--- src/hw/rtl/itm_pkg.sv ---
// ----------------------------------------------------------------------------
// Instruction table match decoder package
// Shared sizes, item codes and the token that travels down the cell chain.
// ----------------------------------------------------------------------------
package itm_pkg;

   localparam int TABLE_DEPTH = 64;
   localparam int IDX_W       = $clog2(TABLE_DEPTH);
   localparam int SLOT_W      = 6;
   localparam int OP_W        = 7;
   localparam int F3_W        = 3;
   localparam int F7_W        = 7;
   localparam int WORD_W      = 32;
   localparam int LEVELS      = 3;
   localparam int CNT_W       = 2;

   localparam logic KIND_LOAD   = 1'b0;
   localparam logic KIND_DECODE = 1'b1;

   localparam logic [CNT_W-1:0] CNT_NONE = 2'd0;
   localparam logic [CNT_W-1:0] CNT_ONE  = 2'd1;
   localparam logic [CNT_W-1:0] CNT_MANY = 2'd2;

   typedef struct packed {
      logic [CNT_W-1:0] cnt;
      logic [IDX_W-1:0] idx;
   } level_type;

   typedef struct packed {
      logic                   vld;
      logic                   kind;
      logic [SLOT_W-1:0]      slot;
      logic [OP_W-1:0]        op;
      logic [F3_W-1:0]        f3;
      logic [F7_W-1:0]        f7;
      level_type [LEVELS-1:0] lvl;
   } token_type;

endpackage

--- src/hw/rtl/itm_resolve.sv ---
// ----------------------------------------------------------------------------
// Instruction table match resolver
// Picks the unique survivor from the level counts of a finished token and
// holds the result transfer until it is taken.
// ----------------------------------------------------------------------------
module itm_resolve (
   input  logic                          clock,
   input  logic                          reset,
   input  itm_pkg::token_type            tail_tok,
   input  logic                          rsp_stall,
   output logic                          advance,
   output logic                          rsp_valid,
   output logic                          rsp_found,
   output logic [itm_pkg::SLOT_W-1:0]    rsp_entry_index
);

   logic                                      rsp_valid_ff;
   logic                                      found_ff;
   logic                                      found_in;
   logic [itm_pkg::SLOT_W-1:0]                index_ff;
   logic [itm_pkg::SLOT_W-1:0]                index_in;
   logic [itm_pkg::IDX_W-1:0]                 pick;
   logic [itm_pkg::IDX_W+itm_pkg::SLOT_W-1:0] pick_wide;

   assign advance = !rsp_valid_ff || !rsp_stall;

   always_comb begin
      found_in = 1'b0;
      pick     = '0;
      if (tail_tok.lvl[0].cnt == itm_pkg::CNT_ONE) begin
         found_in = 1'b1;
         pick     = tail_tok.lvl[0].idx;
      end else if (tail_tok.lvl[0].cnt == itm_pkg::CNT_MANY) begin
         if (tail_tok.lvl[1].cnt == itm_pkg::CNT_ONE) begin
            found_in = 1'b1;
            pick     = tail_tok.lvl[1].idx;
         end else if ((tail_tok.lvl[1].cnt == itm_pkg::CNT_MANY) &&
                      (tail_tok.lvl[2].cnt == itm_pkg::CNT_ONE)) begin
            found_in = 1'b1;
            pick     = tail_tok.lvl[2].idx;
         end
      end
      pick_wide = {{itm_pkg::SLOT_W{1'b0}}, pick};
      index_in  = pick_wide[itm_pkg::SLOT_W-1:0];
   end

   always_ff @(posedge clock) begin
      if (reset) begin
         rsp_valid_ff <= 1'b0;
      end else if (advance) begin
         rsp_valid_ff <= tail_tok.vld && (tail_tok.kind == itm_pkg::KIND_DECODE);
      end
   end

   always_ff @(posedge clock) begin
      if (advance) begin
         found_ff <= found_in;
         index_ff <= index_in;
      end
   end

   assign rsp_valid       = rsp_valid_ff;
   assign rsp_found       = found_ff;
   assign rsp_entry_index = index_ff;

endmodule
--- config.mk ---
export PLATFORM = sky130hd
export DESIGN_NAME = itm_resolve
export DESIGN_NICKNAME = d
export VERILOG_FILES = /design/src/hw/rtl/itm_pkg.sv /design/src/hw/rtl/itm_resolve.sv
export SDC_FILE = /design/constraint.sdc
export NUM_CORES = 1
export LEC_CHECK = 0
export BUFFER_PORTS_ARGS = -buffer_cell sky130_fd_sc_hd__buf_2
export CORE_AREA = 2 2 44 46
export DETAILED_ROUTE_END_ITERATION = 7
export DIE_AREA = 0 0 46 48
export PLACE_DENSITY = 0.72
export SKIP_CTS_REPAIR_TIMING = 1
export SLEW_MARGIN = 20
export SYNTH_ARGS = -nofsm -noshare
export SYNTH_HDL_FRONTEND = slang
export SYNTH_SLANG_ARGS = --single-unit
--- constraint.sdc ---
create_clock -name clock -period 0.8 [get_ports clock]
set_input_delay 0.08 -clock clock [delete_from_list [all_inputs] [get_ports clock]]
set_output_delay 0.08 -clock clock [all_outputs]
set_load 0.03 [all_outputs]
==> results of run 1 <==
[flip-flops by register name, indices dropped and copies added, names as in the netlist]
signal / flops
rsp_valid: 1
rsp_found: 1
rsp_entry_index: 6
[area by class of cell]
cell class,count,area (um2),area share
sequential,8,234.0,0.3208
multi-input combinational,23,192.7,0.2642
clock buffer,4,26.28,0.03602
tap,17,21.27,0.02916
timing repair buffer,40,255.2,0.3499
[final timing paths]
check / to / slack (ns) / start
max: advance / -0.09 / rsp_valid$_SDFFE_PP0P_
min: rsp_valid$_SDFFE_PP0P_ / 0.06 / tail_tok[47]
max reg2reg: rsp_entry_index[2]$_DFFE_PP_ / -0.05 / rsp_valid$_SDFFE_PP0P_
min reg2reg: rsp_valid$_SDFFE_PP0P_ / 0.52 / rsp_valid$_SDFFE_PP0P_
[worst min-delay path: stages]
cell and delay, ns:
sky130_fd_sc_hd__buf_2 0.10, sky130_fd_sc_hd__nand2_1 0.05, sky130_fd_sc_hd__a21oi_1 0.05
[logic make-up after synthesis]
kind of cell | Yosys count
simple gates | 9
flops | 8
compound gates | 14
[Yosys cell counts, drive strengths merged]
master,number
or2,1
a21o,6
nor2,1
nand4bb,1
nand2b,2
nand2,2
a21oi,2
nor2b,1
edfxtp,7
dfxtp,1
a22o,6
and4bb,1
[layout by cell type, fill, tap and decap left out, drive strengths merged]
cell type,netlist,routed
and4bb,1,1
nand2,2,2
nor2,1,1
a21o,6,6
a21oi,2,2
dlygate4sd3,0,1
nor2b,1,1
edfxtp,7,7
nand4bb,1,1
nand2b,2,2
clkbuf,0,5
dfxtp,1,1
a22o,6,6
buf,0,38
or2,1,1
[report_power, final]
group / switching, mW / internal (mW)
Sequential: 0.0155 / 0.488
Combinational: 0.133 / 0.147
Clock: 0.144 / 0.191
Total: 0.292 / 0.826
[routing by layer]
metal  wire, um  vias to the layer above
met3        113                        4
met4         43                        0
li1           -                      213
met5          0                        -
met2        417                       30
met1        442                      172
==> impl_metrics.py, run 1 <==
metrics = {
    "run_status": {
        "run_status": "finished with violations",
        "failed_checks": "setup timing",
    },
    "run": {
        "maxCapViolCount": 0,
    },
    "setup_path": {
        "cp_slowest_stage_delay_ns": 0.37,
        "critical-path-slowest-cell": "sky130_fd_sc_hd__dfxtp_4",
        "cp_data_arrival_time_ns": 0.81,
        "worst-r2r-cell-count": 2,
        "critPathKind": "flip-flop to output port",
        "critical_path_required_ns": 0.72,
        "critical_path.top_delay_family": "flip-flops",
        "worst-path-stages": 2,
        "worst_setup_path_start_kind": "flip-flop",
        "path_cells": "nand2_8, buf_6",
        "timing.critical_path.to_type": "output port",
        "worst-path-max-fanout": 4,
        "path_buf_inv": 1,
    },
    "drt": {
        "via_count": 419,
        "routed_wire_length_per_instance_um": 11.04,
        "drt.antenna.violating_nets": 0,
        "remaining_drc_errors": 0,
        "detailedRoute.firstPassIterationCount": 4,
        "drt-vias-per-instance": 4.554,
        "wirelength_um": 1016,
        "drt_iter0_drc": 3,
    },
    "synth": {
        "synth-xor-area-share": 0,
        "synth_seq_cells": 8,
        "post_synth_and_or_nand_nor_area_fraction": 0.1692,
        "yosys_warnings": 0,
        "synth.cell_area_um2": 406.6,
        "synth-seq-area-share": 0.5662,
        "synth-compound-area-share": 0.2646,
        "post_synth_main_area_contributors": "sky130_fd_sc_hd__edfxtp_1 (52%), sky130_fd_sc_hd__a22o_1 (13%), sky130_fd_sc_hd__a21o_1 (11%), sky130_fd_sc_hd__dfxtp_1 (4.9%), sky130_fd_sc_hd__and4bb_4 (4.0%)",
        "netlist-cell-type-count": 12,
        "syn_avg_cell_area_um2": 13.12,
        "synth.area.mux_share": 0,
        "synth_nets": 83,
        "adder_cell_share_of_the_synthesized_area": 0,
        "synthDominantAreaCellType": "sky130_fd_sc_hd__edfxtp_1",
        "synth_top_family_by_area": "compound AO/OA/AOI/OAI gates",
        "synth_top_area_frac": 0.5169,
        "synthesis.instances": 31,
    },
    "final_layout": {
        "final_net_count": 128,
        "syn2layout_area_growth_pct": 79.38,
        "fill_cells": 169,
        "layoutNonFillerInstCount": 92,
        "drive_above_1_share": 0.6267,
        "finish.instance_area_um2": 729.5,
        "num_antenna_cells": 0,
        "post-route-util": 0.4319,
    },
    "power_and_ir_drop": {
        "power.density_cell_area_mw_per_mm2": 1533,
        "total_leakage_power_nw": 0.3851,
        "irDropWorstVdd_mv": 0.5477,
        "finalPower_mw": 1.118,
    },
    "placement": {
        "place.gp.congestion": 0.6804,
        "place_inst": 85,
        "preCtsSetupSlack_ns": -0.2109,
        "dpl_cell_area_um2": 633.1,
        "port_buffers": 37,
    },
    "sta": {
        "drv_slew": 0,
        "hold_slack_ns": 0.05936,
        "post-route-min-period_ns": 0.8903,
        "summed_negative_setup_slack_over_all_endpoints_ns": -0.8639,
        "finalCritPeriodShare": 1.113,
        "grt_setup_unrepaired": "yes",
        "setup_violations": 16,
        "timing.final.hold_violations": 0,
        "layout_setup_ws_ns": -0.09034,
        "worst_slew_margin_rel": 0.8282,
        "max_clock_freq_mhz": 1123,
        "final.setup_skew_ns": 0.006965,
        "worst_slew_pin_slew_ns": 0.2565,
    },
    "floorplanning": {
        "die_area_mm2": 0.002208,
        "core_area_mm2": 0.001689,
        "floorplan.io_pins": 61,
        "num_rows": 15,
        "die_h_um": 48,
        "starting_density_of_the_core": 0.2407,
        "die-width_um": 46,
    },
    "global_route": {
        "top_usage_layer": "met2",
        "grt_antenna_before_repair": 0,
        "pin_count_of_the_biggest_net_entering_global_routing": 10,
        "gr-usage-met3": 0.04528,
        "grt_first_pass_wirelength_um": 1573,
        "met2_usage": 0.1528,
        "grt-ovfl-total": 0,
        "grt_use_met1": 0.1216,
        "first_global_vias": 377,
        "grt_usage": 0.1129,
    },
    "min_path": {
        "hold_path_class": "primary input to flip-flop",
        "min_delay_path_depth": 3,
    },
    "cts": {
        "h-tree-depth": 1,
        "clock_tree.buffer_depth": 2,
        "tritoncts": "built",
        "clock_sink_count": 8,
        "clkSlewWorstSetupHoldPaths_ns": 0.05,
        "cts_made_buffers": 3,
        "ctsRootBufferMaster": "sky130_fd_sc_hd__clkbuf_4",
        "worst_skew_pair.late_latency_ns": 0.26,
    },
}
Power figures use the tool's default switching activity.
==> inputs of run 2 (changes only) <==
--- a/config.mk
+++ b/config.mk
@@ -5,11 +5,12 @@
 export SDC_FILE = /design/constraint.sdc
 export NUM_CORES = 1
 export LEC_CHECK = 0
+export ABC_CLOCK_PERIOD_IN_PS = 1100
 export BUFFER_PORTS_ARGS = -buffer_cell sky130_fd_sc_hd__buf_2
-export CORE_AREA = 2 2 44 46
+export CORE_AREA = 2 2 40 42
 export DETAILED_ROUTE_END_ITERATION = 7
-export DIE_AREA = 0 0 46 48
-export PLACE_DENSITY = 0.72
+export DIE_AREA = 0 0 42 44
+export PLACE_DENSITY = 0.82
 export SKIP_CTS_REPAIR_TIMING = 1
 export SLEW_MARGIN = 20
 export SYNTH_ARGS = -nofsm -noshare
==> constraint.sdc (replaced) <==
create_clock -name clock -period 1.1 [get_ports clock]
set_input_delay 0.11 -clock clock [delete_from_list [all_inputs] [get_ports clock]]
set_output_delay 0.11 -clock clock [all_outputs]
set_load 0.03 [all_outputs]
==> run 2 against run 1 <==
Against the previous run:
- the run now ends clean
- first-iteration DRC count is 67% higher
- critical path type unchanged
- clock power is 30% lower
- final cell count decreased by 4.3%
==> impl_metrics.py, run 2 (synthesis results as in run 1) <==
metrics = {
    "run_status": {
        "run_status": "finished clean",
    },
    "cts": {
        "worst_skew_pair.late_latency_ns": 0.25,
        "h-tree-depth": 1,
        "clock_tree.buffer_depth": 2,
        "cts_made_buffers": 3,
        "tritoncts": "built",
        "clock_sink_count": 8,
        "clkSlewWorstSetupHoldPaths_ns": 0.05,
        "ctsRootBufferMaster": "sky130_fd_sc_hd__clkbuf_4",
    },
    "global_route": {
        "grt_antenna_before_repair": 0,
        "pin_count_of_the_biggest_net_entering_global_routing": 10,
        "grt_usage": 0.1065,
        "first_global_vias": 366,
        "grt-ovfl-total": 0,
        "grt_first_pass_wirelength_um": 1414,
    },
    "drt": {
        "remaining_drc_errors": 0,
        "routed_wire_length_per_instance_um": 11.20,
        "drt-vias-per-instance": 4.614,
        "drt_iter0_drc": 5,
        "drt.antenna.violating_nets": 0,
        "via_count": 406,
        "detailedRoute.firstPassIterationCount": 4,
        "wirelength_um": 986,
    },
    "floorplanning": {
        "floorplan.io_pins": 61,
        "die-width_um": 42,
        "die_h_um": 44,
        "starting_density_of_the_core": 0.2866,
        "die_area_mm2": 0.001848,
        "core_area_mm2": 0.001419,
        "num_rows": 14,
    },
    "placement": {
        "hpwlAfterDp_um": 830.6,
        "place.gp.congestion": 0.6922,
        "preCtsSetupSlack_ns": 0.04647,
        "dpl_cell_area_um2": 614.3,
        "place_inst": 84,
        "port_buffers": 37,
    },
    "final_layout": {
        "layoutNonFillerInstCount": 88,
        "final_net_count": 125,
        "most-common-layout-cells": "sky130_fd_sc_hd__buf_2 (36), sky130_fd_sc_hd__edfxtp_1 (7), sky130_fd_sc_hd__a22o_1 (6), sky130_fd_sc_hd__a21o_1 (6), sky130_fd_sc_hd__clkbuf_4 (4)",
        "layout_commonest_cell": "sky130_fd_sc_hd__buf_2",
        "syn2layout_area_growth_pct": 59.38,
        "num_antenna_cells": 0,
        "multi_input_area_um2": 183.9,
        "fill_cells": 143,
        "largest_register_ffs": 6,
        "seq_area_um2": 230.2,
        "finish.instance_area_um2": 648.1,
        "drive_above_1_share": 0.6111,
    },
    "sta": {
        "worst_slew_margin_rel": 0.8351,
        "setup_violations": 0,
        "grt_setup_unrepaired": "no",
        "layout_setup_ws_ns": 0.07637,
        "finalCritPeriodShare": 0.9306,
        "post-route-min-period_ns": 1.024,
        "hold_slack_ns": 0.01633,
        "timing.final.hold_violations": 0,
        "final.setup_skew_ns": 0.003672,
        "max_clock_freq_mhz": 976.9,
        "summed_negative_setup_slack_over_all_endpoints_ns": 0,
        "drv_slew": 0,
        "worst_slew_pin_slew_ns": 0.2463,
    },
    "power_and_ir_drop": {
        "cellInternalPower_mw": 0.5719,
        "irDropWorstVdd_mv": 0.3928,
        "p_sw_frac": 0.2548,
        "switching_power_mw": 0.1956,
        "power.share.sequential": 0.471,
        "clockPowerShare": 0.305,
        "power.density_cell_area_mw_per_mm2": 1184,
        "total_leakage_power_nw": 0.3695,
        "share_comb_of_total_power": 0.224,
    },
    "setup_path": {
        "rr_startpoint": "rsp_valid$_SDFFE_PP0P_",
        "timing.critical_path.to_type": "output port",
        "worstSetupStartpoint": "rsp_valid$_SDFFE_PP0P_",
        "worst-path-max-fanout": 9,
        "worst_setup_path_start_kind": "flip-flop",
        "cp_data_arrival_time_ns": 0.91,
        "critPathKind": "flip-flop to output port",
        "critical_path_required_ns": 0.99,
    },
    "run": {
        "maxCapViolCount": 0,
    },
    "min_path": {
        "hold_path.startpoint": "reset",
        "hold_path_class": "primary input to flip-flop",
    },
}
## run 2: cell types whose count changed in the layout (fill, tap and decap cells not counted), sizes merged
cell	delta
buf	-2
dlygate4sd3	-1
## run 2: through the flow
stage               total power, mW    util
finish                       0.7675  0.4568
global route                 0.8090  0.4568
CTS                          0.7709  0.4515
detailed placement           0.5388  0.4330
global placement             0.5337  0.4330
floorplan                    0.4607       -
## run 2: worst paths after layout
kind / to / slack [ns] / cells past startpoint
max reg2reg: rsp_entry_index[0]$_DFFE_PP_ / 0.36 / 1
min: rsp_valid$_SDFFE_PP0P_ / 0.02 / 2
max: advance / 0.08 / 2
min reg2reg: rsp_valid$_SDFFE_PP0P_ / 0.56 / 2
## run 2: final cells by class
| class | instances | area share |
|---|---|---|
| Multi-Input combinational cell | 23 | 0.2838 |
| Timing Repair Buffer | 37 | 0.2896 |
| Tap cell | 16 | 0.03089 |
| Clock buffer | 4 | 0.04054 |
| Sequential cell | 8 | 0.3552 |
## run 2: worst max-delay path: stages, from the launching register on
cell and delay (ns):
sky130_fd_sc_hd__dfxtp_1 0.36, sky130_fd_sc_hd__nand2_4 0.11, sky130_fd_sc_hd__clkbuf_4 0.20
## run 2: power by group through the flow
stage                     combinational (mW)  sequential [mW]  clock (mW)
after global routing                   0.185            0.363       0.260
after global placement                 0.167            0.366           0
final                                  0.172            0.361       0.234
after detailed placement               0.172            0.367           0
after floorplan                       0.0430            0.418           0
after CTS                              0.172            0.361       0.237
## run 2: per-layer routing
layer	vias up	track usage	routed length [um]	share of wire
met1	178	0.1036	349	0.35
li1	207	-	-	-
met2	21	0.1813	575	0.58
met3	0	0.02083	61	0.062
met4	0	0.1161	0	0
met5	-	0	0	0
