==> src/hw/rtl/itm_pkg.sv <==
// ----------------------------------------------------------------------------
// Instruction table match decoder package
// Shared sizes, item codes and the token that travels down the cell chain.
// ----------------------------------------------------------------------------
package itm_pkg;

   localparam int TABLE_DEPTH = 64;
   localparam int IDX_W       = $clog2(TABLE_DEPTH);
   localparam int SLOT_W      = 6;
   localparam int OP_W        = 7;
   localparam int F3_W        = 3;
   localparam int F7_W        = 7;
   localparam int WORD_W      = 32;
   localparam int LEVELS      = 3;
   localparam int CNT_W       = 2;

   localparam logic KIND_LOAD   = 1'b0;
   localparam logic KIND_DECODE = 1'b1;

   localparam logic [CNT_W-1:0] CNT_NONE = 2'd0;
   localparam logic [CNT_W-1:0] CNT_ONE  = 2'd1;
   localparam logic [CNT_W-1:0] CNT_MANY = 2'd2;

   typedef struct packed {
      logic [CNT_W-1:0] cnt;
      logic [IDX_W-1:0] idx;
   } level_type;

   typedef struct packed {
      logic                   vld;
      logic                   kind;
      logic [SLOT_W-1:0]      slot;
      logic [OP_W-1:0]        op;
      logic [F3_W-1:0]        f3;
      logic [F7_W-1:0]        f7;
      level_type [LEVELS-1:0] lvl;
   } token_type;

endpackage

==> src/hw/rtl/itm_cell.sv <==
// ----------------------------------------------------------------------------
// Instruction table match cell
// Holds one table entry and one token stage, and counts its matches into the
// token as the token passes.
// ----------------------------------------------------------------------------
module itm_cell (
   input  logic                     clock,
   input  logic                     reset,
   input  logic                     advance,
   input  logic [itm_pkg::IDX_W-1:0] cell_index,
   input  itm_pkg::token_type       up_tok,
   output itm_pkg::token_type       down_tok
);

   logic [itm_pkg::OP_W-1:0] key_opcode_ff;
   logic [itm_pkg::F3_W-1:0] key_funct3_ff;
   logic [itm_pkg::F7_W-1:0] key_funct7_ff;
   logic                     slot_valid_ff;
   itm_pkg::token_type       stage_ff;
   itm_pkg::token_type       stage_in;
   logic                     slot_hit;
   logic                     load_hit;
   logic [itm_pkg::LEVELS-1:0] match;

   always_comb begin
      slot_hit = ({{itm_pkg::IDX_W{1'b0}}, up_tok.slot} ==
                  {{itm_pkg::SLOT_W{1'b0}}, cell_index});
      load_hit = up_tok.vld && (up_tok.kind == itm_pkg::KIND_LOAD) && slot_hit;
      match[0] = up_tok.vld && (up_tok.kind == itm_pkg::KIND_DECODE) && slot_valid_ff &&
                 (key_opcode_ff == up_tok.op);
      match[1] = match[0] && (key_funct3_ff == up_tok.f3);
      match[2] = match[1] && (key_funct7_ff == up_tok.f7);
   end

   always_comb begin
      stage_in = up_tok;
      for (int l = 0; l < itm_pkg::LEVELS; l++) begin
         if (match[l]) begin
            if (up_tok.lvl[l].cnt == itm_pkg::CNT_NONE) begin
               stage_in.lvl[l].idx = cell_index;
            end
            if (up_tok.lvl[l].cnt != itm_pkg::CNT_MANY) begin
               stage_in.lvl[l].cnt = up_tok.lvl[l].cnt + 2'd1;
            end
         end
      end
   end

   always_ff @(posedge clock) begin
      if (advance && load_hit) begin
         key_opcode_ff <= up_tok.op;
         key_funct3_ff <= up_tok.f3;
         key_funct7_ff <= up_tok.f7;
      end
   end

   always_ff @(posedge clock) begin
      if (reset) begin
         slot_valid_ff <= 1'b0;
      end else if (advance && load_hit) begin
         slot_valid_ff <= 1'b1;
      end
   end

   always_ff @(posedge clock) begin
      if (reset) begin
         stage_ff <= '0;
      end else if (advance) begin
         stage_ff <= stage_in;
      end
   end

   assign down_tok = stage_ff;

`ifndef SYNTHESIS
   a_levels_nest : assert property (@(posedge clock) disable iff (reset)
      stage_ff.vld |-> (stage_ff.lvl[2].cnt <= stage_ff.lvl[1].cnt) &&
                       (stage_ff.lvl[1].cnt <= stage_ff.lvl[0].cnt))
      else $error("match count of a finer level exceeds a coarser one");

   a_load_marks : assert property (@(posedge clock) disable iff (reset)
      (advance && load_hit) |=> slot_valid_ff)
      else $error("loaded entry is not marked valid");

   a_empty_index : assert property (@(posedge clock) disable iff (reset)
      (stage_ff.vld && (stage_ff.lvl[0].cnt == itm_pkg::CNT_NONE)) |->
      (stage_ff.lvl[0].idx == '0))
      else $error("index recorded without a match");
`endif

endmodule

==> config.mk <==
export PLATFORM = sky130hd
export DESIGN_NAME = itm_cell
export DESIGN_NICKNAME = d
export VERILOG_FILES = /design/src/hw/rtl/itm_pkg.sv /design/src/hw/rtl/itm_cell.sv
export SDC_FILE = /design/constraint.sdc
export NUM_CORES = 1
export LEC_CHECK = 0
export BUFFER_PORTS_ARGS = -buffer_cell sky130_fd_sc_hd__buf_2
export CAP_MARGIN = 10
export CORE_ASPECT_RATIO = 0.7
export CORE_MARGIN = 3
export CORE_UTILIZATION = 44
export DETAILED_ROUTE_END_ITERATION = 7
export PLACE_DENSITY = 0.76
export REMOVE_ABC_BUFFERS = 1
export SLEW_MARGIN = 20
export SYNTH_ARGS = -nofsm -noshare
export SYNTH_HDL_FRONTEND = slang
export SYNTH_SLANG_ARGS = --single-unit
==> constraint.sdc <==
create_clock -name clock -period 2.9 [get_ports clock]
set_clock_uncertainty 0.15 [all_clocks]
set_input_delay 0.29 -clock clock [delete_from_list [all_inputs] [get_ports clock]]
set_output_delay 0.29 -clock clock [all_outputs]
set_load 0.005 [all_outputs]
==> results by group, run 1 <==
Die
  • Rows: 24
  • Chip width: 103 um
  • Starting density of the core: 46.0%
  • IO Pins: approximately 110
  • Core area: about 6300 um^2
  • Die H: 73.9 um
  • DIE AREA: 7610 um^2

Clock tree
  • Postcts setup bufs: 0
  • Depth of the CTS H-tree: 3
  • CTS buffer count: 9
  • Post-CTS sizing: 0
  • Num Clock Sinks: 67
  • CTS tree: built
  • Clock Latency Late Sink: ~0.35 ns
  • Root buffer cell: clkbuf_8
  • CTS clk-pin slew, worst paths: about 0.070 ns
  • Clock tree buffer depth: 2

Critical path
  • CP max stage delay: 0.53 ns
  • Crit path arrival time: 2.46 ns
  • Reg-to-Reg Start: key_opcode_ff[0]$_DFFE_PP_
  • Crit-path cells: dlygate4sd3_1 > buf_2 > xor2_1 > nor4_2 > and3_1 > and2_1 > a211oi_2
  • WS Path Type: primary input to flip-flop
  • Reg2reg setup slack: 0.66 ns
  • Max Fanout on Critical Path: 9
  • CP endpoint kind: flip-flop
  • CP bufs+invs: 2
  • CP top delay family: simple AND/OR/NAND/NOR gates
  • Reg2Reg Depth: 5
  • RR Endpoint: down_tok[9]$_SDFFE_PP0P_
  • Worst EP required: 2.95 ns
  • Critical path launch point type: primary input
  • CP max stage cell: dlygate4sd3_1

Flow run
  • Maxcap violations: 0

STA
  • Fin. Hold Viols: 0
  • Unrepaired setup endpoints after global routing: no
  • Final Max Tran Viols: 0
  • Final setup violation count: 0
  • Final Critical Period: 2.42 ns
  • Pin slew with the least headroom to its limit: around 0.80 ns
  • Setup_tns: 0 ns
  • Fin crit share: 83.4%
  • Fmax: 414 MHz
  • Hold slack: around 0.013 ns
  • Slew headroom: 46.7%

Layout
  • Syn-to-layout area delta: 30.7%
  • Seq. cell area: 1510 um^2
  • Antenna diode count: 0
  • Multi-input gate area: 1300 um^2
  • Commonest non-fill, non-tap cell in the layout: buf_2
  • Commonest non-fill, non-tap cells in the layout: buf_2 (106), dfxtp_1 (50), nor2_1 (46)
  • Final nets: 447
  • FILL cells: 563
  • Fraction of layout cells with a size suffix above 1: approximately 34%

Yosys
  • Area share of the largest cell type after synthesis: 34.5%
  • Synth Flop Type: dfxtp_1
  • Post-synthesis sequential area ratio: 52.2%
  • Mapped Area: 2900 um^2
  • Post-synth EDFFs: 17
  • Synth cell types: 35
  • Cells after Synth: 273
  • Asr flop ratio synth: 0%
  • Yosys warning count: 0
  • Number of synthesized register bits: between 60 and 70
  • Avg Cell Area, Syn: 10.6 um^2
  • Leading area contributor after synthesis: dfxtp_1
  • Synth area leaders: dfxtp_1 (35%), edfxtp_1 (18%), mux2i_1 (11%)

Pwr
  • VDD IR max: between 0.2 and 0.3 mV
  • Pwr per Cell Area: 549 nW/um^2
  • Leakage power: approximately 0.0018 uW

Place
  • Final estimated routing congestion in global placement: between 0.7 and 0.8
  • Hpwl dp: 5200 um
  • Port Buf Inserts: 106

Drt
  • Total Routed Length: around 7300 um
  • Initial DRC Count: 161
  • Avg WL per Cell: about 16 um
  • Number of remaining DRC errors: 0
  • DRT antenna net count: 0
  • DRT Pass-1 Iters: 5
  • Routed vias: 2,413
  • Vias per cell: 5.14

Outcome
  • Status: completed

GRT
  • First-pass GRT wire length: 11,700 um
  • Largest net degree at the start of global routing: between 40 and 50
  • Overall Global Routing Usage: between 20% and 30%
  • GR Overflow Total: 0
  • Vias in the first global route: 2,437
  • Antenna violations before repair: 0

Worst hold path
  • Endpoint, Worst Hold: key_opcode_ff[1]$_DFFE_PP_
  • Hold path start: up_tok[35]
  • Type of the worst min-delay path: primary input to flip-flop
  • Hold depth: 1
==> power breakdown <==
part           switching [uW]  total (uW)  internal, uW
Clock                     343         801           458
Combinational             129         254           125
Sequential               22.2        1020          1000
Total                     494        2080          1580
==> state kept, by name, summed over array words and instances, names as in the netlist <==
name / count
key_funct3_ff: 3
key_opcode_ff: 7
key_funct7_ff: 7
down_tok: 49
slot_valid_ff: 1
==> logic make-up after synthesis <==
logic type / share of synthesized area [%]
simple gates: 13.7
mux: 11.1
fa+ha+maj: 1.30
buf+inv: 3.15
flops: 52.2
compound gates: 11.7
xor+xnor: 6.95
==> worst max path at each step <==
stage                                     startpoint                          to  cells past startpoint
after floorplan                           up_tok[44]  key_funct3_ff[0]$_DFFE_PP_                      3
after global placement                    up_tok[34]    down_tok[9]$_SDFFE_PP0P_                      6
after detailed placement                  up_tok[34]    down_tok[9]$_SDFFE_PP0P_                      6
after CTS                 key_opcode_ff[0]$_DFFE_PP_    down_tok[9]$_SDFFE_PP0P_                      5
after global routing                      up_tok[39]    down_tok[8]$_SDFFE_PP0P_                      7
final                                     up_tok[39]    down_tok[9]$_SDFFE_PP0P_                      7
==> timing repair <==
item / in CTS / in global routing
endpoints found under the hold margin: 2 / 4
setup endpoints to repair: 0 / 0
hold buffers: 2 / 4
==> worst reg2reg max path: cells and delay by family, from the launching register on <==
family	cells	cell delay, ns
AO/OA/AOI/OAI	1	0.11
flip-flops	1	0.39
AND/OR/NAND/NOR	3	1.28
XOR/XNOR	1	0.17
==> Yosys cell counts, drive strengths merged, types with 4 or more instances <==
library cell,n
dfxtp,50
nor2,46
mux2i,32
a211oi,27
edfxtp,17
xnor2,13
o21bai,11
clkbuf,10
xor2,10
inv,8
nor3,7
buf,6
nand3,6
nor4,4
==> cell type report <==
| class | instances | share of cell area, % |
|---|---|---|
| flip-flops and latches | 67 | 39.9 |
| multi-input cells | 182 | 34.4 |
| repair buffers | 118 | 16.8 |
| clock buffers | 16 | 5.58 |
| well taps | 78 | 2.58 |
| inverters | 8 | 0.793 |
==> per-stage QoR <==
step	utilization, %	instance area [um^2]	instances	worst slack, ns	power, uW
CTS	59.4	3750	465	0.655	2100
global placement	55.8	3520	447	0.654	1290
detailed placement	55.8	3520	447	0.634	1290
floorplan	-	2840	257	-0.0637	1150
finish	60.1	3790	469	0.482	2080
global route	60.1	3790	469	0.375	2170
==> routing by layer <==
| layer | part of all wire [%] | up-vias | track usage (%) | wire (um) |
|---|---|---|---|---|
| li1 | - | 1197 | - | - |
| met2 | 44 | 90 | 29.5 | 3210 |
| met5 | 0 | - | 0 | 0 |
| met3 | 10 | 8 | 8.63 | 734 |
| met4 | 0.64 | 0 | 6.47 | 47 |
| met1 | 45 | 1118 | 26.7 | 3300 |
Power figures use the tool's default switching activity.
==> run 2: changes to the inputs <==
==> constraint.sdc (replaced) <==
create_clock -name clock -period 2.1 [get_ports clock]
set_clock_uncertainty 0.15 [all_clocks]
set_input_delay 0.21 -clock clock [delete_from_list [all_inputs] [get_ports clock]]
set_output_delay 0.21 -clock clock [all_outputs]
set_load 0.005 [all_outputs]
==> run 2 against run 1 <==
Net effect:
- register-to-register slack worse by 0.60 ns
- largest power group unchanged
- sequential cell count stayed put
- total power up 47%
- via count rose by 5.6%
- non-clock buffer count is 25 higher
- sequential share of layout area down 3.2 points
- first-iteration DRC count decreased by 41%
- highest routed layer unchanged
- hold slack barely moved
- setup slack worse by 0.43 ns
- cell area is 8.7% higher
==> results by group, run 2 (same netlist as run 1, synthesis figures left out) <==
GRT
  • First-pass GRT wire length: 11,900 um (+2.4%)
  • Overall Global Routing Usage: 20.7% (+0.63 points)
  • GR Overflow Total: 0 (unchanged)
  • Vias in the first global route: 2,509 (+3.0%)
  • Antenna violations before repair: 0 (unchanged)
  • Largest net degree at the start of global routing: 51 (+13%)

Pwr
  • Sw Ratio: 22.8% (-1.0 points)
  • Leakage power: 0.00190 uW (+7.5%)
  • VDD IR max: 0.428 mV (+50%)
  • P_sw: 698 uW (+41%)
  • Power, Total: 3060 uW (+47%)
  • Power Internal: 2370 uW (+49%)
  • Clock share of power: 41.0% (+2.5 points)
  • Seq pwr share: 46.1% (-3.2 points)
  • Logic pwr share: 12.8% (+0.6 points)
  • Pwr per Cell Area: 744 nW/um^2 (+36%)

STA
  • Fin crit share: a little over nine tenths
  • Slew headroom: 71.1% (+24 points)
  • Final Critical Period: 2.05 ns
  • Final Max Tran Viols: 0 (unchanged)
  • Fmax: 487 MHz
  • Fin. Hold Viols: 0 (unchanged)
  • Setup_tns: 0 ns (unchanged)
  • Unrepaired setup endpoints after global routing: yes
  • Pin slew with the least headroom to its limit: 0.433 ns (-0.367 ns)
  • Final setup violation count: 0 (unchanged)

Critical path
  • Worst path depth: 7 (unchanged)
  • CP max stage cell: dlygate4sd3_1
  • CP top delay family: simple AND/OR/NAND/NOR gates
  • Crit-path cells: dlygate4sd3_1 > buf_2 > xor2_1 > nor4_2 > nand2b_1 > or4_1 > and3_1
  • Critical path launch point type: primary input
  • CP bufs+invs: 2 (unchanged)
  • Worst EP required: 2.18 ns (-0.77 ns)
  • Crit path arrival time: 2.13 ns (-0.33 ns)
  • Setup crit end: down_tok[23]$_SDFFE_PP0P_
  • Reg2Reg Depth: 5 (unchanged)
  • Reg-to-Reg Start: key_opcode_ff[3]$_DFFE_PP_
  • WS Path Type: primary input to flip-flop
  • Reg2reg setup slack: 0.06 ns (-0.60 ns)
  • CP max stage delay: 0.53 ns (about the same)
  • CP startpoint: up_tok[29]
  • Max Fanout on Critical Path: 4 (-5)
  • RR Endpoint: down_tok[6]$_SDFFE_PP0P_
  • CP endpoint kind: flip-flop

Place
  • Hpwl dp: 5270 um (+1.3%)
  • Port Buf Inserts: 106 (unchanged)
  • Placement-stage cell area: 3570 um^2 (+1.4%)
  • Final estimated routing congestion in global placement: 0.766 (about the same)

Layout
  • Seq. cell area: 1510 um^2 (unchanged)
  • Max reg flops: 49 (unchanged)
  • Commonest non-fill, non-tap cells in the layout: buf_2 (106), dfxtp_1 (50), nor2_1 (46)
  • Syn-to-layout area delta: 42.1%
  • Multi-input gate area: 1360 um^2 (+4.3%)
  • Fraction of layout cells with a size suffix above 1: 35.3% (+1.3 points)
  • Final nets: 472 (+5.6%)
  • FILL cells: 527 (-6.4%)
  • Layout Cell Area excl Fill: 4120 um^2 (+8.7%)
  • Core Util, Final: 65.3% (+5.2 points)
  • Commonest non-fill, non-tap cell in the layout: buf_2
  • Antenna diode count: 0 (unchanged)

Die
  • Chip width: 103 um (unchanged)
  • Core area: 6310 um^2 (unchanged)
  • DIE AREA: 7610 um^2 (unchanged)
  • Rows: 24 (unchanged)
  • Die H: 73.9 um (unchanged)
  • Starting density of the core: 46.0% (unchanged)
  • IO Pins: 107 (unchanged)

Clock tree
  • CTS buffer count: 9 (unchanged)
  • Root buffer cell: clkbuf_8
  • CTS tree: built
  • Clock tree buffer depth: 2 (unchanged)
  • CTS clk-pin slew, worst paths: 0.07 ns (about the same)
  • Num Clock Sinks: 67 (unchanged)
  • Depth of the CTS H-tree: 3 (unchanged)
  • Clock Latency Late Sink: 0.34 ns (about the same)
  • Postcts setup bufs: 0 (unchanged)

Drt
  • Initial DRC Count: 95 (-41%)
  • DRT Pass-1 Iters: 4 (-1)
  • Routed vias: 2,547 (+5.6%)
  • Number of remaining DRC errors: 0 (unchanged)
  • DRT antenna net count: 0 (unchanged)
  • Total Routed Length: 7730 um (+6.0%)
  • Avg WL per Cell: 15.7 um (+0.68%)
  • Vias per cell: 5.16 (+0.21%)

Worst hold path
  • Type of the worst min-delay path: primary input to flip-flop

Flow run
  • Maxcap violations: 0 (unchanged)

Outcome
  • Status: completed
[run 2: through the flow]
step / setup WS, ns / hold WS [ns] / instances
finish: 0.0480 / 0.0127 / 494
detailed placement: 0.0291 / 0.285 / 452
CTS: 0.00733 / 0.00158 / 494
global placement: 0.0641 / 0.283 / 452
global route: -0.0253 / 0.0240 / 494
floorplan: -0.784 / 0.125 / 257
[run 2: worst min-delay path: stages]
cell and delay (ns):
buf_2 0.11, mux2i_1 0.07, nor2_1 0.08
[run 2: power by group through the flow]
stage | Combinational, uW | Clock [uW] | Sequential, uW
after floorplan | 137 | 0 | 1450
after global placement | 340 | 0 | 1440
after detailed placement | 350 | 0 | 1440
after CTS | 388 | 1280 | 1410
after global routing | 436 | 1330 | 1420
final | 394 | 1260 | 1410
[run 2: cell type report]
| type | count | share of cell area [%] |
|---|---|---|
| flip-flops and latches | 67 | 36.7 |
| repair buffers | 143 | 21.6 |
| clock inverters | 6 | 2.52 |
| multi-input cells | 182 | 33.0 |
| clock buffers | 10 | 3.10 |
| inverters | 8 | 0.729 |
| well taps | 78 | 2.37 |
[run 2: worst min-delay path by stage]
stage / to / cells after the start / startpoint
final: down_tok[38]$_SDFFE_PP0P_ / 3 / up_tok[38]
after CTS: down_tok[38]$_SDFFE_PP0P_ / 3 / up_tok[38]
after global routing: down_tok[17]$_SDFFE_PP0P_ / 3 / up_tok[17]
after floorplan: down_tok[9]$_SDFFE_PP0P_ / 1 / reset
after detailed placement: key_funct3_ff[1]$_DFFE_PP_ / 1 / up_tok[32]
after global placement: key_opcode_ff[2]$_DFFE_PP_ / 1 / up_tok[36]
[run 2: what timing repair did]
action / CTS / global route
setup endpoints to repair: 0 / 21
resized for setup: 0 / 12
hold endpoints to repair: 35 / 0
hold buffers: 26 / 0
[run 2: metal layers]
metal | track usage [%] | share of wire (%)
met5 | 0 | 0
met4 | 6.75 | 1.0
met3 | 8.16 | 8.7
met2 | 32.5 | 46
met1 | 26.3 | 44
